**config.mk**
```make
export PLATFORM = sky130hd
export DESIGN_NAME = framed_command_parser_top
export DESIGN_NICKNAME = d
export VERILOG_FILES = /design/src/rtl/fcp_pkg.sv /design/src/rtl/fcp_ram.sv /design/src/rtl/fcp_parser.sv /design/src/rtl/framed_command_parser_top.sv
export SDC_FILE = /design/constraint.sdc
export NUM_CORES = 1
export LEC_CHECK = 0
export ABC_CLOCK_PERIOD_IN_PS = 9700
export BUFFER_PORTS_ARGS = -buffer_cell sky130_fd_sc_hd__buf_2
export CAP_MARGIN = 20
export CORE_UTILIZATION = 30
export DETAILED_ROUTE_END_ITERATION = 8
export SLEW_MARGIN = 20
export SYNTH_ARGS = -nofsm -noshare
export SYNTH_HDL_FRONTEND = slang
export SYNTH_SLANG_ARGS = --single-unit
```
**constraint.sdc**
```tcl
create_clock -name clock -period 9.7 [get_ports clock]
set_clock_uncertainty 0.15 [all_clocks]
set_input_delay 1.455 -clock clock [delete_from_list [all_inputs] [get_ports clock]]
set_output_delay 1.455 -clock clock [all_outputs]
set_load 0.05 [all_outputs]
```
**src/rtl/fcp_pkg.sv**
```systemverilog
// Shared constants, types and command codes for the framed command parser.
`default_nettype none

package fcp_pkg;

   // Frame buffer geometry.
   localparam int BufferDepth = 32;
   localparam int AddrWidth   = $clog2(BufferDepth);
   localparam int FillWidth   = $clog2(BufferDepth + 1);

   // Header and footer, first byte of the pattern in the lowest bits.
   localparam logic [31:0] HeaderBytes = 32'hFAFBFCFD;
   localparam logic [31:0] FooterBytes = 32'h01020304;

   // Fixed byte positions inside a frame.
   localparam int CmdLowIndex  = 6;
   localparam int CmdHighIndex = 7;
   localparam int ArgAIndex    = 8;
   localparam int ArgBIndex    = 9;
   localparam int ArgCIndex    = 10;

   // 16-bit little-endian command codes.
   localparam logic [15:0] CmdOpen        = 16'h00FF;
   localparam logic [15:0] CmdClose       = 16'h00FE;
   localparam logic [15:0] CmdSetRange    = 16'h0002;
   localparam logic [15:0] CmdSensitivity = 16'h0003;

   // Settings after reset.
   localparam logic [7:0] RangeReset       = 8'd100;
   localparam logic [7:0] DirectionReset   = 8'd1;
   localparam logic [7:0] SpeedReset       = 8'd5;
   localparam logic [7:0] SensitivityReset = 8'd5;

   typedef enum logic [2:0] {
      KindNone        = 3'd0,
      KindOpen        = 3'd1,
      KindClose       = 3'd2,
      KindRange       = 3'd3,
      KindSensitivity = 3'd4
   } kind_type;

   typedef struct packed {
      logic       frame_end;
      logic       header_ok;
      kind_type   command_kind;
      logic       applied;
      logic       config_open;
      logic [7:0] range_setting;
      logic [7:0] direction_setting;
      logic [7:0] speed_setting;
      logic [7:0] sensitivity_setting;
   } status_type;

endpackage

`default_nettype wire

```
**src/rtl/fcp_ram.sv**
```systemverilog
// Generic single-clock RAM with one write port and one registered read port.
`default_nettype none

module fcp_ram #(
   parameter int Width = 8,
   parameter int Depth = 32
) (
   input  wire logic                     clock,
   input  wire logic                     wr_en,
   input  wire logic [$clog2(Depth)-1:0] wr_addr,
   input  wire logic [Width-1:0]         wr_data,
   input  wire logic                     rd_en,
   input  wire logic [$clog2(Depth)-1:0] rd_addr,
   output logic      [Width-1:0]         rd_data
);

   logic [Width-1:0] mem_ff [Depth];

   always_ff @(posedge clock) begin
      if (wr_en) begin
         mem_ff[wr_addr] <= wr_data;
      end
      if (rd_en) begin
         rd_data <= mem_ff[rd_addr];
      end
   end

endmodule

`default_nettype wire

```
**src/rtl/fcp_parser.sv**
```systemverilog
// Frame assembly, footer and header detection, command decode and settings.
`default_nettype none

module fcp_parser (
   input  wire logic              clock,
   input  wire logic              reset,
   input  wire logic              accept,
   input  wire logic [7:0]        rx_byte,
   output fcp_pkg::status_type    status
);

   localparam int AW = fcp_pkg::AddrWidth;
   localparam int FW = fcp_pkg::FillWidth;

   logic [FW-1:0] fill_ff, fill_in;
   logic          hdr_ff, hdr_in;
   logic          mode_ff, mode_in;
   logic [7:0]    range_ff, range_in;
   logic [7:0]    direction_ff, direction_in;
   logic [7:0]    speed_ff, speed_in;
   logic [7:0]    sensitivity_ff, sensitivity_in;

   // Newest stored word is hist0.
   logic [7:0]    hist0_ff, hist1_ff, hist2_ff, hist3_ff;
   logic [7:0]    cmd_lo_ff, cmd_hi_ff, arg_a_ff, arg_c_ff;
   logic          pend_a_ff;

   logic          store;
   logic [AW-1:0] idx;
   logic [31:0]   window;
   logic          footer_hit;
   logic [7:0]    cmd_lo, cmd_hi;
   logic [15:0]   cmd;
   logic          rd_en;
   logic [AW-1:0] rd_addr;
   logic [7:0]    rd_data;
   logic          frame_end, header_ok, applied;
   fcp_pkg::kind_type kind;

   assign store = accept && (fill_ff < FW'(fcp_pkg::BufferDepth));
   assign idx   = fill_ff[AW-1:0];

   // A full buffer keeps its last four words; otherwise the current word closes the window.
   assign window = store ? {rx_byte, hist0_ff, hist1_ff, hist2_ff}
                         : {hist0_ff, hist1_ff, hist2_ff, hist3_ff};
   assign footer_hit = accept && (window == fcp_pkg::FooterBytes)
                       && (!store || (fill_ff >= FW'(3)));

   // The command words may arrive in the very cycle the frame ends.
   assign cmd_lo = (store && idx == AW'(fcp_pkg::CmdLowIndex))  ? rx_byte : cmd_lo_ff;
   assign cmd_hi = (store && idx == AW'(fcp_pkg::CmdHighIndex)) ? rx_byte : cmd_hi_ff;
   assign cmd    = {cmd_hi, cmd_lo};

   // Argument words 8 and 9 are fetched back from the buffer while words 9 and 10
   // are written; a known command needs at least twelve words, so both are in
   // place before its footer completes.
   assign rd_en   = store && (idx == AW'(fcp_pkg::ArgBIndex) || idx == AW'(fcp_pkg::ArgCIndex));
   assign rd_addr = (idx == AW'(fcp_pkg::ArgBIndex)) ? AW'(fcp_pkg::ArgAIndex)
                                                    : AW'(fcp_pkg::ArgBIndex);

   fcp_ram #(
      .Width (8),
      .Depth (fcp_pkg::BufferDepth)
   ) u_frame_ram (
      .clock   (clock),
      .wr_en   (store),
      .wr_addr (idx),
      .wr_data (rx_byte),
      .rd_en   (rd_en),
      .rd_addr (rd_addr),
      .rd_data (rd_data)
   );

   always_comb begin
      fill_in        = fill_ff;
      hdr_in         = hdr_ff;
      mode_in        = mode_ff;
      range_in       = range_ff;
      direction_in   = direction_ff;
      speed_in       = speed_ff;
      sensitivity_in = sensitivity_ff;
      frame_end      = 1'b0;
      header_ok      = 1'b0;
      applied        = 1'b0;
      kind           = fcp_pkg::KindNone;

      if (store) begin
         fill_in = fill_ff + FW'(1);
         if (idx < AW'(4)) begin
            hdr_in = ((idx == '0) ? 1'b1 : hdr_ff)
                     & (rx_byte == fcp_pkg::HeaderBytes[8*idx[1:0] +: 8]);
         end
      end

      if (footer_hit) begin
         frame_end = 1'b1;
         fill_in   = '0;
         if (hdr_in) begin
            header_ok = 1'b1;
            unique case (cmd)
               fcp_pkg::CmdOpen: begin
                  kind    = fcp_pkg::KindOpen;
                  mode_in = 1'b1;
                  applied = 1'b1;
               end
               fcp_pkg::CmdClose: begin
                  kind    = fcp_pkg::KindClose;
                  mode_in = 1'b0;
                  applied = 1'b1;
               end
               fcp_pkg::CmdSetRange: begin
                  kind = fcp_pkg::KindRange;
                  if (mode_ff) begin
                     range_in     = arg_a_ff;
                     direction_in = rd_data;
                     speed_in     = arg_c_ff;
                     applied      = 1'b1;
                  end
               end
               fcp_pkg::CmdSensitivity: begin
                  kind = fcp_pkg::KindSensitivity;
                  if (mode_ff) begin
                     sensitivity_in = arg_a_ff;
                     applied        = 1'b1;
                  end
               end
               default: begin
                  kind = fcp_pkg::KindNone;
               end
            endcase
         end
      end
   end

   always_comb begin
      status.frame_end           = frame_end;
      status.header_ok           = header_ok;
      status.command_kind        = kind;
      status.applied             = applied;
      status.config_open         = mode_in;
      status.range_setting       = range_in;
      status.direction_setting   = direction_in;
      status.speed_setting       = speed_in;
      status.sensitivity_setting = sensitivity_in;
   end

   always_ff @(posedge clock) begin
      if (reset) begin
         fill_ff        <= '0;
         mode_ff        <= 1'b0;
         range_ff       <= fcp_pkg::RangeReset;
         direction_ff   <= fcp_pkg::DirectionReset;
         speed_ff       <= fcp_pkg::SpeedReset;
         sensitivity_ff <= fcp_pkg::SensitivityReset;
         pend_a_ff      <= 1'b0;
      end else begin
         fill_ff        <= fill_in;
         mode_ff        <= mode_in;
         range_ff       <= range_in;
         direction_ff   <= direction_in;
         speed_ff       <= speed_in;
         sensitivity_ff <= sensitivity_in;
         pend_a_ff      <= store && (idx == AW'(fcp_pkg::ArgBIndex));
      end
   end

   always_ff @(posedge clock) begin
      hdr_ff <= hdr_in;
      if (store) begin
         hist0_ff <= rx_byte;
         hist1_ff <= hist0_ff;
         hist2_ff <= hist1_ff;
         hist3_ff <= hist2_ff;
      end
      if (store && idx == AW'(fcp_pkg::CmdLowIndex)) begin
         cmd_lo_ff <= rx_byte;
      end
      if (store && idx == AW'(fcp_pkg::CmdHighIndex)) begin
         cmd_hi_ff <= rx_byte;
      end
      if (store && idx == AW'(fcp_pkg::ArgCIndex)) begin
         arg_c_ff <= rx_byte;
      end
      if (pend_a_ff) begin
         arg_a_ff <= rd_data;
      end
   end

`ifndef ASSERT_OFF
   assert property (@(posedge clock) disable iff (reset)
      fill_ff <= FW'(fcp_pkg::BufferDepth))
      else $error("fill count beyond buffer depth");

   assert property (@(posedge clock) disable iff (reset)
      accept && status.applied |-> status.frame_end && status.header_ok)
      else $error("command applied outside a complete headed frame");

   assert property (@(posedge clock) disable iff (reset)
      footer_hit |=> fill_ff == '0)
      else $error("fill count not cleared after frame end");
`endif

endmodule

`default_nettype wire

```
**src/rtl/framed_command_parser_top.sv**
```systemverilog
// Top level of the framed command parser: byte stream in, status stream out.
// Each accepted byte on the req_ side yields exactly one status word on the rsp_ side.
// The block takes one byte per clock cycle while req_tready is high. The status word
// of a byte comes from the combinational footer compare and command decode and is
// registered in the output stage; the frame buffer RAM takes one write per cycle.
// A two-entry output stage lets a byte be accepted while the previous status word
// still waits; req_tready drops only when both entries are full. The frame buffer
// holds BufferDepth bytes and needs no clearing after reset.
`default_nettype none

module framed_command_parser_top (
   input  wire logic        clock,
   input  wire logic        reset,
   input  wire logic        req_tvalid,
   output logic             req_tready,
   input  wire logic [7:0]  req_tdata,   // [7:0] rx_byte
   output logic             rsp_tvalid,
   input  wire logic        rsp_tready,
   output logic [39:0]      rsp_tdata,   // [0] config_open, [8:1] range_setting,
                                         // [16:9] direction_setting, [24:17] speed_setting,
                                         // [32:25] sensitivity_setting, [39:33] zero
   output logic             rsp_tlast,   // frame_end
   output logic [4:0]       rsp_tuser    // [0] header_ok, [3:1] command_kind, [4] applied
);

   logic                accept;
   logic                take;
   fcp_pkg::status_type status;

   logic                out_valid_ff, out_valid_in;
   logic                skid_valid_ff, skid_valid_in;
   fcp_pkg::status_type out_ff, out_in;
   fcp_pkg::status_type skid_ff, skid_in;

   assign req_tready = !skid_valid_ff;
   assign accept     = req_tvalid && req_tready;
   assign take       = out_valid_ff && rsp_tready;

   fcp_parser u_parser (
      .clock   (clock),
      .reset   (reset),
      .accept  (accept),
      .rx_byte (req_tdata),
      .status  (status)
   );

   always_comb begin
      out_valid_in  = out_valid_ff;
      skid_valid_in = skid_valid_ff;
      out_in        = out_ff;
      skid_in       = skid_ff;
      if (take || !out_valid_ff) begin
         if (skid_valid_ff) begin
            out_in        = skid_ff;
            out_valid_in  = 1'b1;
            skid_valid_in = 1'b0;
         end else begin
            out_in       = status;
            out_valid_in = accept;
         end
      end else if (accept) begin
         skid_in       = status;
         skid_valid_in = 1'b1;
      end
   end

   always_ff @(posedge clock) begin
      if (reset) begin
         out_valid_ff  <= 1'b0;
         skid_valid_ff <= 1'b0;
      end else begin
         out_valid_ff  <= out_valid_in;
         skid_valid_ff <= skid_valid_in;
      end
   end

   always_ff @(posedge clock) begin
      out_ff  <= out_in;
      skid_ff <= skid_in;
   end

   assign rsp_tvalid = out_valid_ff;
   assign rsp_tlast  = out_ff.frame_end;
   assign rsp_tuser  = {out_ff.applied, out_ff.command_kind, out_ff.header_ok};
   assign rsp_tdata  = {7'd0,
                        out_ff.sensitivity_setting,
                        out_ff.speed_setting,
                        out_ff.direction_setting,
                        out_ff.range_setting,
                        out_ff.config_open};

`ifndef ASSERT_OFF
   assert property (@(posedge clock) disable iff (reset)
      skid_valid_ff |-> out_valid_ff)
      else $error("skid entry holds a word while the output entry is empty");

   assert property (@(posedge clock) disable iff (reset)
      accept && out_valid_ff && !rsp_tready |=> skid_valid_ff)
      else $error("word accepted during a stall was not parked in the skid entry");
`endif

endmodule

`default_nettype wire

```
==> run_summary.xml, run 1 <==
<?xml version="1.0" encoding="UTF-8"?>
<metrics>
  <group name="outcome">
    <metric name="status" unit="">finished clean</metric>
  </group>
  <group name="global_routing">
    <metric name="initial_antenna_violation_count" unit="">0</metric>
    <metric name="first_global_vias" unit="">4665</metric>
    <metric name="grt-ovfl-total" unit="">0</metric>
    <metric name="grt_first_pass_wirelength" unit="um">26210</metric>
    <metric name="maximum_number_of_pins_on_one_net_before_global_route_repair" unit="">59</metric>
    <metric name="track_usage" unit="">0.1184</metric>
  </group>
  <group name="pwr">
    <metric name="switching_share" unit="">0.2160</metric>
    <metric name="power_report.internal_total" unit="mW">1.499</metric>
    <metric name="pwr_density_cell" unit="nW/um^2">201.6</metric>
    <metric name="p_seq_frac" unit="">0.516</metric>
    <metric name="p_leak" unit="nW">3.370</metric>
    <metric name="peakVddDrop" unit="mV">0.09108</metric>
    <metric name="pwr-share-clk" unit="">0.437</metric>
    <metric name="power_switching" unit="mW">0.4130</metric>
    <metric name="combPwrFrac" unit="">0.046</metric>
  </group>
  <group name="final_layout">
    <metric name="finish.net_count" unit="">671</metric>
    <metric name="n_antenna_cell" unit="">0</metric>
    <metric name="fillCellCount" unit="">2631</metric>
    <metric name="drive_gt1_frac" unit="">0.2563</metric>
    <metric name="registers.top_by_ff_count" unit="">skid_ff</metric>
    <metric name="largest_register_ffs" unit="">39</metric>
    <metric name="flow.area_growth_from_synthesis" unit="%">15.76</metric>
  </group>
  <group name="routing">
    <metric name="drt.antenna.violating_nets" unit="">0</metric>
    <metric name="detail_route.drc_violations" unit="">0</metric>
    <metric name="number_of_detailed_routing_iterations_run_before_antenna_repair" unit="">4</metric>
    <metric name="num_vias" unit="">4797</metric>
    <metric name="totalWireLength" unit="um">16590</metric>
    <metric name="routed_via_density" unit="">4.740</metric>
    <metric name="routedWlPerCell" unit="um">16.40</metric>
    <metric name="drt_first_iter_violations" unit="">326</metric>
  </group>
  <group name="clock_tree">
    <metric name="cts-buffers-inserted" unit="">22</metric>
    <metric name="insertion_delay" unit="ns">0.50</metric>
    <metric name="cts-resized-gates" unit="">0</metric>
    <metric name="cts_tree" unit="">done</metric>
    <metric name="postCtsSetupRepairBufs" unit="">0</metric>
    <metric name="cts.hold.buffers_added" unit="">0</metric>
    <metric name="cts_max_path_buffers" unit="">3</metric>
    <metric name="htree_levels" unit="">1</metric>
    <metric name="cts_root_buf" unit="">clkbuf_16</metric>
    <metric name="clkSlewWorstSetupHoldPaths" unit="ns">0.06</metric>
    <metric name="tritoncts_num_sinks" unit="">209</metric>
  </group>
  <group name="critical_path">
    <metric name="cp_slowest_stage_delay" unit="ns">0.88</metric>
    <metric name="cpLargestDelayFamily" unit="">simple AND/OR/NAND/NOR gates</metric>
    <metric name="path_cells" unit="">buf_2 -&gt; nor3b_4 -&gt; buf_4 -&gt; nand4_1 -&gt; mux2_2 -&gt; nor2b_1 -&gt; nand3_1 -&gt; o211ai_1</metric>
    <metric name="critical_path.n_buffers_inverters" unit="">2</metric>
    <metric name="timing.critical_path.fanout_max" unit="">44</metric>
    <metric name="worst_setup_path_start_kind" unit="">input pin</metric>
    <metric name="critical_path_class" unit="">in -&gt; reg</metric>
    <metric name="cpMaxStageDelayCell" unit="">nor2b_1</metric>
    <metric name="timing.critical_path.arrival" unit="ns">4.55</metric>
    <metric name="crit_required" unit="ns">9.88</metric>
    <metric name="critPathCaptureType" unit="">flip-flop</metric>
  </group>
  <group name="synth">
    <metric name="top_reg_cell_synth" unit="">edfxtp_1</metric>
    <metric name="ys_warn_count" unit="">0</metric>
    <metric name="synthesis.area" unit="um^2">8192</metric>
    <metric name="synth_area_per_inst" unit="um^2">13.63</metric>
    <metric name="synthCells" unit="">601</metric>
    <metric name="synth-async-reset-ratio" unit="">0</metric>
    <metric name="synth.lib_cells_used.distinct" unit="">55</metric>
    <metric name="yosys.cell_count.top_type" unit="">edfxtp_1</metric>
    <metric name="synth-edff-count" unit="">150</metric>
    <metric name="post_synth_most_frequent_cells" unit="">edfxtp_1, nand2_1, dfxtp_1</metric>
    <metric name="post-synth-top-area-cell" unit="">edfxtp_1</metric>
    <metric name="postSynthRegisterBits" unit="">209</metric>
    <metric name="synth_top_area_share" unit="">0.5499</metric>
    <metric name="netlist_top_cells_area" unit="">edfxtp_1, dfxtp_1, nand2_1</metric>
    <metric name="yosysSeqAreaShare" unit="">0.6941</metric>
  </group>
  <group name="timing">
    <metric name="maxSlewHeadroom" unit="">0.2419</metric>
    <metric name="worst_hold_slack" unit="ns">0.3006</metric>
    <metric name="finalHoldViolations" unit="">0</metric>
    <metric name="fmax" unit="GHz">0.2288</metric>
    <metric name="actual_transition_at_the_worst_max_transition_pin" unit="ns">1.135</metric>
    <metric name="grt_setup_unrepaired" unit="">no</metric>
    <metric name="final-setup-viol-count" unit="">0</metric>
    <metric name="final_period_minus_worst_setup_slack" unit="ns">4.371</metric>
    <metric name="timing_max_transition_violations_final" unit="">0</metric>
    <metric name="tns" unit="ns">0</metric>
    <metric name="period_utilization_post_route" unit="">0.4506</metric>
  </group>
  <group name="floorplanning">
    <metric name="die_y" unit="um">167.2</metric>
    <metric name="initial_utilization" unit="">0.3048</metric>
    <metric name="core_area" unit="um^2">26880</metric>
    <metric name="ioPinCount" unit="">60</metric>
    <metric name="rows" unit="">60</metric>
    <metric name="floorplan.die.width" unit="um">167.2</metric>
    <metric name="die_area" unit="um^2">27970</metric>
  </group>
  <group name="placement">
    <metric name="place.detailed.hpwl" unit="um">10510</metric>
    <metric name="globalplace.congestion" unit="">0.7224</metric>
    <metric name="port_buffers" unit="">52</metric>
  </group>
  <group name="flow_run">
    <metric name="cap_violations" unit="">0</metric>
  </group>
  <group name="worst_hold_path">
    <metric name="timing.hold.worst.class" unit="">reg -&gt; reg</metric>
  </group>
</metrics>
## area by class of cell
type | count | area (um^2) | area share
Inverter | 11 | 41.29 | 0.004354
Tap cell | 341 | 426.7 | 0.04499
Clock buffer | 30 | 621.8 | 0.06558
Multi-Input combinational cell | 350 | 2271 | 0.2395
Clock inverter | 10 | 107.6 | 0.01135
Timing Repair Buffer | 61 | 327.8 | 0.03457
Sequential cell | 209 | 5687 | 0.5997
## metrics by stage
stage | setup slack, ns | instances | area, um^2 | power [mW] | util
after global routing | 5.094 | 1012 | 9483 | 1.977 | 0.3528
after detailed placement | 4.825 | 972 | 8753 | 1.096 | 0.3257
after floorplan | 3.630 | 607 | 8214 | 1.070 | -
after CTS | 5.327 | 1012 | 9483 | 1.936 | 0.3528
after global placement | 4.866 | 972 | 8753 | 1.095 | 0.3257
final | 5.329 | 1012 | 9483 | 1.912 | 0.3528
## final timing paths
check	slack [ns]	start	to	cells past startpoint
hold reg to reg	0.30	u_parser.hist1_ff[5]	u_parser.hist2_ff[5]	0
setup / recovery	5.33	req_tvalid	rsp_tdata[27]	8
setup reg to reg	5.99	u_parser.fill_ff[5]	rsp_tdata[27]	7
hold / removal	0.30	u_parser.hist1_ff[5]	u_parser.hist2_ff[5]	0
## power groups by stage
stage,clock (mW),combinational (mW),sequential [mW]
floorplan,0,0.0356,1.03
global placement,0,0.0892,1.01
detailed placement,0,0.0900,1.01
CTS,0.859,0.0901,0.987
global route,0.894,0.0946,0.989
finish,0.836,0.0889,0.987
## cells in the final DEF (no fill, tap or decap), types with 2 or more instances in the layout
master | netlist | routed
a21o_1 | 4 | 4
a21oi_1 | 28 | 28
a31oi_1 | 7 | 7
and2_1 | 3 | 3
and4b_1 | 2 | 2
buf_2 | 9 | 52
buf_4 | 8 | 9
bufinv_16 | 0 | 2
clkbuf_1 | 11 | 5
clkbuf_16 | 0 | 23
clkbuf_8 | 0 | 2
clkinv_1 | 2 | 4
clkinv_2 | 0 | 4
conb_1 | 1 | 7
dfxtp_1 | 59 | 58
edfxtp_1 | 150 | 150
ha_1 | 4 | 4
inv_1 | 9 | 9
mux2_2 | 21 | 21
mux2i_1 | 4 | 4
nand2_1 | 77 | 77
nand3_1 | 26 | 26
nand3_2 | 16 | 16
nand3b_1 | 3 | 3
nand4_1 | 8 | 8
nor2_1 | 28 | 28
nor3_1 | 5 | 5
nor4_1 | 9 | 9
nor4bb_1 | 5 | 5
o211ai_1 | 25 | 25
o21a_1 | 2 | 2
o21ai_0 | 7 | 7
o21ai_2 | 30 | 30
o31ai_1 | 2 | 2
o41ai_1 | 2 | 2
or2_2 | 2 | 2
xor2_1 | 3 | 3
## metal layers
metal  part of all wire  up-vias  routed length, um  GRT usage
li1                   -     2343                  -          -
met1               0.48     2340               7911     0.1621
met2               0.46       95               7705     0.1927
met3              0.044       19                723    0.02104
met4              0.015        0                252    0.03271
met5                  0        -                  0          0
## logic make-up (layout without fill, tap and decap cells)
family                   after synthesis  count (layout)  share of synthesized area
buffers and inverters                 48             112                    0.03314
XOR/XNOR                               4               4                   0.004278
other                                  1               7                  0.0004578
flip-flops                           209             209                     0.6941
AO/OA/AOI/OAI                        113             113                    0.09898
AND/OR/NAND/NOR                      197             197                     0.1292
adder cells (fa/ha/maj)                4               4                   0.006110
multiplexers                          25              25                    0.03376
Power figures use the tool's default switching activity.
==> inputs of run 2 (changes only) <==
- ABC_AREA: not set -> 1
- ABC_CLOCK_PERIOD_IN_PS: 9700 -> 3540
- clock period: 9.7 -> 3.54 ns (I/O delays scaled with it)
==> run_summary.xml, run 2 <==
<?xml version="1.0" encoding="UTF-8"?>
<metrics>
  <group name="timing">
    <metric name="postLayoutSetupSlackWorst" unit="ns">0.3284</metric>
    <metric name="actual_transition_at_the_worst_max_transition_pin" unit="ns">0.7270</metric>
    <metric name="final_period_minus_worst_setup_slack" unit="ns">3.212</metric>
    <metric name="grt_setup_unrepaired" unit="">no</metric>
    <metric name="fmax" unit="GHz">0.3114</metric>
    <metric name="timing_max_transition_violations_final" unit="">0</metric>
    <metric name="tns" unit="ns">0</metric>
    <metric name="final-setup-viol-count" unit="">0</metric>
    <metric name="maxSlewHeadroom" unit="">0.5135</metric>
    <metric name="finalHoldViolations" unit="">0</metric>
    <metric name="period_utilization_post_route" unit="">0.9072</metric>
  </group>
  <group name="routing">
    <metric name="met3_length" unit="um">799</metric>
    <metric name="detail_route.drc_violations" unit="">0</metric>
    <metric name="drt.antenna.violating_nets" unit="">0</metric>
    <metric name="max_layer_used" unit="">met4</metric>
    <metric name="number_of_detailed_routing_iterations_run_before_antenna_repair" unit="">5</metric>
    <metric name="totalWireLength" unit="um">19580</metric>
    <metric name="routed_via_density" unit="">4.296</metric>
    <metric name="num_vias" unit="">6018</metric>
    <metric name="detailed_route_wirelength_on_metal2" unit="um">8730</metric>
    <metric name="routedWlPerCell" unit="um">13.97</metric>
    <metric name="drt_first_iter_violations" unit="">422</metric>
    <metric name="sum_of_routed_wire_segments_on_met1" unit="um">9734</metric>
  </group>
  <group name="final_layout">
    <metric name="n_antenna_cell" unit="">0</metric>
    <metric name="finalCoreUtilization" unit="">0.3517</metric>
    <metric name="finish.net_count" unit="">1004</metric>
    <metric name="layoutNonFillerInstCount" unit="">1401</metric>
    <metric name="registers.top_by_ff_count" unit="">skid_ff</metric>
    <metric name="multiInputGateArea" unit="um^2">2903</metric>
    <metric name="largest_register_ffs" unit="">39</metric>
    <metric name="fillCellCount" unit="">3109</metric>
    <metric name="drive_gt1_frac" unit="">0.2149</metric>
    <metric name="layout_common_cells" unit="">nand2_1, edfxtp_1, inv_1, nor2_1, nand3_1</metric>
    <metric name="flow.area_growth_from_synthesis" unit="%">15.22</metric>
    <metric name="seqCellArea" unit="um^2">5685</metric>
    <metric name="most_common_library_cell_in_the_layout_ignoring_fill_and_taps" unit="">nand2_1</metric>
  </group>
  <group name="clock_tree">
    <metric name="cts_root_buf" unit="">clkbuf_16</metric>
    <metric name="cts-buffers-inserted" unit="">23</metric>
    <metric name="tritoncts_num_sinks" unit="">209</metric>
    <metric name="cts_tree" unit="">done</metric>
    <metric name="htree_levels" unit="">1</metric>
    <metric name="insertion_delay" unit="ns">0.52</metric>
    <metric name="cts.hold.buffers_added" unit="">0</metric>
    <metric name="clkSlewWorstSetupHoldPaths" unit="ns">0.06</metric>
    <metric name="cts_max_path_buffers" unit="">3</metric>
    <metric name="cts-resized-gates" unit="">0</metric>
    <metric name="postCtsSetupRepairBufs" unit="">0</metric>
  </group>
  <group name="pwr">
    <metric name="power_report.internal_total" unit="mW">4.138</metric>
    <metric name="p_seq_frac" unit="">0.506</metric>
    <metric name="combPwrFrac" unit="">0.051</metric>
    <metric name="peakVddDrop" unit="mV">0.2866</metric>
    <metric name="pwr-share-clk" unit="">0.443</metric>
    <metric name="p_leak" unit="nW">4.844</metric>
    <metric name="switching_share" unit="">0.2247</metric>
    <metric name="pwr_density_cell" unit="nW/um^2">496.2</metric>
    <metric name="power_switching" unit="mW">1.200</metric>
  </group>
  <group name="synth">
    <metric name="yosys.cell_count.top_type" unit="">nand2_1</metric>
    <metric name="post_synth_most_frequent_cells" unit="">nand2_1, edfxtp_1, inv_1</metric>
    <metric name="top_reg_cell_synth" unit="">edfxtp_1</metric>
    <metric name="synth.lib_cells_used.distinct" unit="">37</metric>
    <metric name="synth_top_area_share" unit="">0.4824</metric>
    <metric name="postSynthRegisterBits" unit="">209</metric>
    <metric name="synth-async-reset-ratio" unit="">0</metric>
    <metric name="synth_area_per_inst" unit="um^2">10.15</metric>
    <metric name="post-synth-top-area-cell" unit="">edfxtp_1</metric>
    <metric name="synthCells" unit="">920</metric>
    <metric name="netlist_top_cells_area" unit="">edfxtp_1, dfxtp_1, nand2_1</metric>
    <metric name="synthesis.area" unit="um^2">9336</metric>
    <metric name="yosysSeqAreaShare" unit="">0.6090</metric>
    <metric name="ys_warn_count" unit="">0</metric>
    <metric name="synth-edff-count" unit="">150</metric>
  </group>
  <group name="global_routing">
    <metric name="grt-ovfl-total" unit="">0</metric>
    <metric name="maximum_number_of_pins_on_one_net_before_global_route_repair" unit="">46</metric>
    <metric name="track_usage" unit="">0.1262</metric>
    <metric name="first_global_vias" unit="">5938</metric>
    <metric name="grt_first_pass_wirelength" unit="um">31570</metric>
    <metric name="initial_antenna_violation_count" unit="">0</metric>
  </group>
  <group name="floorplanning">
    <metric name="floorplan.die.width" unit="um">178.4</metric>
    <metric name="initial_utilization" unit="">0.3052</metric>
    <metric name="ioPinCount" unit="">60</metric>
    <metric name="rows" unit="">64</metric>
    <metric name="die_area" unit="um^2">31830</metric>
    <metric name="core_area" unit="um^2">30590</metric>
    <metric name="die_y" unit="um">178.4</metric>
  </group>
  <group name="critical_path">
    <metric name="cp_slowest_stage_delay" unit="ns">0.34</metric>
    <metric name="timing.critical_path.arrival" unit="ns">3.33</metric>
    <metric name="path_cells" unit="">inv_1 -&gt; ha_1 -&gt; nand3_2 -&gt; nor2_4 -&gt; nand2_2 -&gt; nand2_1 -&gt; nand2_1 -&gt; nor2_1 -&gt; nand2_1 -&gt; nor2_2 -&gt; nand2_4 -&gt; nor2_4 -&gt; buf_12 -&gt; nand2_4 -&gt; nand3_1 -&gt; nand2_1</metric>
    <metric name="cpLargestDelayFamily" unit="">simple AND/OR/NAND/NOR gates</metric>
    <metric name="critical_path.n_buffers_inverters" unit="">2</metric>
    <metric name="cpMostUsedCell" unit="">nand2_1</metric>
    <metric name="critPathCaptureType" unit="">flip-flop</metric>
    <metric name="timing.critical_path.fanout_max" unit="">16</metric>
    <metric name="crit_required" unit="ns">3.66</metric>
    <metric name="cpMaxStageDelayCell" unit="">dfxtp_1</metric>
    <metric name="worst_setup_path_start_kind" unit="">flip-flop</metric>
    <metric name="critical_path_class" unit="">reg -&gt; reg</metric>
  </group>
  <group name="outcome">
    <metric name="status" unit="">finished clean</metric>
  </group>
  <group name="placement">
    <metric name="globalplace.congestion" unit="">0.8441</metric>
    <metric name="dpl_worst_slack" unit="ns">0.3241</metric>
    <metric name="place.detailed.hpwl" unit="um">13130</metric>
    <metric name="port_buffers" unit="">52</metric>
    <metric name="placed_instance_count" unit="">1359</metric>
  </group>
  <group name="worst_hold_path">
    <metric name="timing.hold.worst.class" unit="">in -&gt; reg</metric>
  </group>
  <group name="flow_run">
    <metric name="cap_violations" unit="">0</metric>
  </group>
</metrics>
==> run 2: final timing paths <==
check,start,endpoint,slack (ns),cells past startpoint
worst max-delay path,u_parser.fill_ff[0],rsp_tdata[5],0.33,16
worst min-delay path,req_tdata[7],u_parser.hist0_ff[7],0.21,1
worst max register to register,u_parser.fill_ff[0],rsp_tdata[5],0.33,16
worst min register to register,u_parser.cmd_hi_ff[5],u_parser.cmd_hi_ff[5],0.29,2
==> run 2: power by group through the flow <==
stage          clock, mW  sequential, mW  combinational [mW]
6_report            2.36            2.70               0.274
5_1_grt             2.52            2.71               0.297
4_1_cts             2.41            2.70               0.277
3_5_place_dp           0            2.75               0.277
3_3_place_gp           0            2.75               0.275
2_1_floorplan          0            2.83               0.115
==> run 2: layout make-up <==
type,instances,area share
Tap cell,396,0.04606
Multi-Input combinational cell,549,0.2698
Clock buffer,33,0.05978
Sequential cell,209,0.5285
Clock inverter,9,0.009421
Timing Repair Buffer,69,0.03838
Inverter,136,0.04803
==> run 2: kinds of logic (layout without fill, tap and decap cells) <==
logic type | count (synthesis) | count (layout) | share of synthesized area
DFF | 209 | 209 | 0.6090
other | 1 | 7 | 0.0004017
AOI/OAI and AO/OA | 15 | 15 | 0.008577
muxes | 8 | 8 | 0.009649
adders and majority gates | 4 | 4 | 0.005361
and+or+nand+nor | 513 | 513 | 0.2818
buffers and inverters | 168 | 247 | 0.08336
xor gates and xnor gates | 2 | 2 | 0.001877
==> run 2: metal layers <==
metal / vias to the layer above / GRT usage
met5: - / 0
met4: 0 / 0.02507
met3: 27 / 0.02046
met2: 119 / 0.2004
met1: 2810 / 0.1803
li1: 3062 / -
==> run 2: stage by stage <==
| stage | hold WS [ns] | total power, mW | instance area (um^2) |
|---|---|---|---|
| 6_report | 0.2136 | 5.338 | 10760 |
| 5_1_grt | 0.1944 | 5.520 | 10760 |
| 4_1_cts | 0.1919 | 5.389 | 10760 |
| 3_5_place_dp | 0.2838 | 3.031 | 10010 |
| 3_3_place_gp | 0.2784 | 3.027 | 10010 |
| 2_1_floorplan | 0.2688 | 2.946 | 9361 |
==> inputs of run 3 (changes only) <==
--- a/config.mk
+++ b/config.mk
@@ -13,2 +13,3 @@
 export DETAILED_ROUTE_END_ITERATION = 8
+export GPL_TIMING_DRIVEN = 0
 export SLEW_MARGIN = 20
--- a/constraint.sdc
+++ b/constraint.sdc
@@ -4,2 +4,2 @@
 set_output_delay 0.531 -clock clock [all_outputs]
-set_load 0.05 [all_outputs]
+set_load 0.01 [all_outputs]
==> run_summary.xml, run 3 (synthesis gave the netlist of run 2 again) <==
<?xml version="1.0" encoding="UTF-8"?>
<metrics>
  <group name="critical_path">
    <metric name="timing.critical_path.arrival" unit="ns">3.16</metric>
    <metric name="cpMaxStageDelayCell" unit="">nor2_1</metric>
    <metric name="critical_path_class" unit="">reg -&gt; reg</metric>
    <metric name="slack_of_the_worst_reg_to_reg_path" unit="ns">0.37</metric>
    <metric name="cpLargestDelayFamily" unit="">buffers and inverters</metric>
    <metric name="timing.rr.end" unit="">u_parser.arg_c_ff[1]</metric>
    <metric name="critical_path.n_buffers_inverters" unit="">5</metric>
    <metric name="r2r-start" unit="">skid_valid_ff</metric>
    <metric name="critPathCaptureType" unit="">flip-flop</metric>
    <metric name="path_cells" unit="">buf_6 -&gt; clkinv_4 -&gt; nand2_4 -&gt; nor2_8 -&gt; buf_4 -&gt; buf_4 -&gt; clkinv_1 -&gt; nor2_1</metric>
    <metric name="rr_worst_depth" unit="">8</metric>
    <metric name="crit_required" unit="ns">3.54</metric>
    <metric name="timing.critical_path.fanout_max" unit="">41</metric>
    <metric name="worst_setup_path_start_kind" unit="">flip-flop</metric>
    <metric name="cp_slowest_stage_delay" unit="ns">0.71</metric>
    <metric name="cpMostUsedCell" unit="">buf_4</metric>
  </group>
  <group name="placement">
    <metric name="port_buffers" unit="">52</metric>
    <metric name="globalplace.congestion" unit="">0.8047</metric>
    <metric name="place.detailed.hpwl" unit="um">13550</metric>
    <metric name="dpl-instance-area" unit="um^2">10200</metric>
  </group>
  <group name="timing">
    <metric name="timing_max_transition_violations_final" unit="">0</metric>
    <metric name="fmax" unit="GHz">0.3157</metric>
    <metric name="final-setup-viol-count" unit="">0</metric>
    <metric name="period_utilization_post_route" unit="">0.8947</metric>
    <metric name="finalHoldViolations" unit="">0</metric>
    <metric name="final_period_minus_worst_setup_slack" unit="ns">3.167</metric>
    <metric name="actual_transition_at_the_worst_max_transition_pin" unit="ns">0.7912</metric>
    <metric name="grt_setup_unrepaired" unit="">no</metric>
    <metric name="maxSlewHeadroom" unit="">0.4706</metric>
    <metric name="tns" unit="ns">0</metric>
  </group>
  <group name="pwr">
    <metric name="p_leak" unit="nW">4.968</metric>
    <metric name="peakVddDrop" unit="mV">0.2866</metric>
    <metric name="fin_total_pwr" unit="mW">5.436</metric>
    <metric name="pwr_density_cell" unit="nW/um^2">494.0</metric>
  </group>
  <group name="routing">
    <metric name="detail_route.drc_violations" unit="">0</metric>
    <metric name="routed_via_density" unit="">4.285</metric>
    <metric name="routedWlPerCell" unit="um">13.33</metric>
    <metric name="drt.antenna.violating_nets" unit="">0</metric>
    <metric name="totalWireLength" unit="um">18920</metric>
    <metric name="number_of_detailed_routing_iterations_run_before_antenna_repair" unit="">4</metric>
    <metric name="drt_first_iter_violations" unit="">373</metric>
    <metric name="num_vias" unit="">6080</metric>
  </group>
  <group name="clock_tree">
    <metric name="tritoncts_num_sinks" unit="">209</metric>
    <metric name="clkSlewWorstSetupHoldPaths" unit="ns">0.06</metric>
    <metric name="cts_max_path_buffers" unit="">3</metric>
    <metric name="cts_tree" unit="">done</metric>
    <metric name="cts-resized-gates" unit="">0</metric>
    <metric name="insertion_delay" unit="ns">0.52</metric>
    <metric name="cts-buffers-inserted" unit="">23</metric>
    <metric name="cts_root_buf" unit="">clkbuf_16</metric>
    <metric name="cts.hold.buffers_added" unit="">0</metric>
    <metric name="htree_levels" unit="">1</metric>
    <metric name="postCtsSetupRepairBufs" unit="">0</metric>
  </group>
  <group name="worst_hold_path">
    <metric name="timing.hold.worst.class" unit="">in -&gt; reg</metric>
    <metric name="hold-path-endpoint" unit="">u_parser.hist0_ff[7]</metric>
    <metric name="min_path_cells" unit="">1</metric>
    <metric name="timing.hold.worst.start" unit="">req_tdata[7]</metric>
  </group>
  <group name="final_layout">
    <metric name="registers.top_by_ff_count" unit="">skid_ff</metric>
    <metric name="fillCellCount" unit="">3068</metric>
    <metric name="drive_gt1_frac" unit="">0.2219</metric>
    <metric name="stdcell_area" unit="um^2">11000</metric>
    <metric name="layout_common_cells" unit="">nand2_1, edfxtp_1, inv_1, nor2_1, nand3_1</metric>
    <metric name="flow.area_growth_from_synthesis" unit="%">17.85</metric>
    <metric name="largest_register_ffs" unit="">39</metric>
    <metric name="finish.net_count" unit="">1022</metric>
    <metric name="finalCoreUtilization" unit="">0.3597</metric>
    <metric name="n_antenna_cell" unit="">0</metric>
    <metric name="most_common_library_cell_in_the_layout_ignoring_fill_and_taps" unit="">nand2_1</metric>
  </group>
  <group name="global_routing">
    <metric name="initial_antenna_violation_count" unit="">0</metric>
    <metric name="track_usage" unit="">0.1208</metric>
    <metric name="first_global_vias" unit="">5673</metric>
    <metric name="maximum_number_of_pins_on_one_net_before_global_route_repair" unit="">42</metric>
    <metric name="grt-ovfl-total" unit="">0</metric>
    <metric name="grt_first_pass_wirelength" unit="um">29860</metric>
  </group>
  <group name="floorplanning">
    <metric name="initial_utilization" unit="">0.3052</metric>
    <metric name="die_y" unit="um">178.4</metric>
    <metric name="floorplan.die.width" unit="um">178.4</metric>
    <metric name="core_area" unit="um^2">30590</metric>
    <metric name="ioPinCount" unit="">60</metric>
    <metric name="rows" unit="">64</metric>
    <metric name="die_area" unit="um^2">31830</metric>
  </group>
  <group name="outcome">
    <metric name="status" unit="">finished clean</metric>
  </group>
  <group name="flow_run">
    <metric name="cap_violations" unit="">0</metric>
  </group>
</metrics>
-- run 3: cell count changes in the layout (fill, tap and decap cells not counted), moves of 2 or more --
cell / change
bufinv_16: +3
buf_4: -3
clkinv_2: -2
clkinv_1: +4
buf_16: +2
clkbuf_1: +2
inv_6: -2
buf_2: +7
clkbuf_8: -3
buf_12: +2
buf_6: +3
-- run 3: area by class of cell --
cell class | instances | area (um^2) | area share
Sequential cell | 209 | 5685 | 0.5167
Buffer | 32 | 261.5 | 0.02377
Clock inverter | 15 | 215.2 | 0.01956
Inverter | 136 | 516.7 | 0.04696
Timing Repair Buffer | 55 | 335.3 | 0.03048
Clock buffer | 27 | 590.6 | 0.05367
Tap cell | 396 | 495.5 | 0.04503
Multi-Input combinational cell | 549 | 2903 | 0.2638
-- run 3: metrics by stage --
| step | hold WS [ns] | cells | setup WS, ns |
|---|---|---|---|
| after CTS | 0.1963 | 1419 | 0.3364 |
| final | 0.2107 | 1419 | 0.3726 |
| after global placement | 0.2794 | 1374 | -1.529 |
| after floorplan | 0.2688 | 926 | 0.005044 |
| after global routing | 0.1985 | 1419 | 0.1284 |
| after detailed placement | 0.2824 | 1377 | 0.1698 |
-- run 3: per-layer routing --
metal	track usage	wire length [um]
met4	0.03955	536
met1	0.1649	9098
met3	0.02003	735
met2	0.1938	8547
met5	0	0
-- run 3: report_power, final --
| part | total [mW] | switching, mW | internal [mW] |
|---|---|---|---|
| sequential | 2.70 | 0.0232 | 2.68 |
| combinational | 0.202 | 0.141 | 0.0608 |
| clock | 2.54 | 0.969 | 1.57 |
| total | 5.44 | 1.13 | 4.30 |
-- run 3: how the worst max path moves through the flow --
stage	from	end	cells after the start
finish	skid_valid_ff	u_parser.arg_c_ff[1]	8
CTS	skid_valid_ff	u_parser.arg_c_ff[1]	8
floorplan	rsp_tready	skid_ff[0]	3
detailed placement	req_tvalid	u_parser.u_frame_ram.rd_data[4]	7
global route	skid_valid_ff	u_parser.arg_c_ff[1]	8
global placement	rsp_tready	skid_ff[24]	4
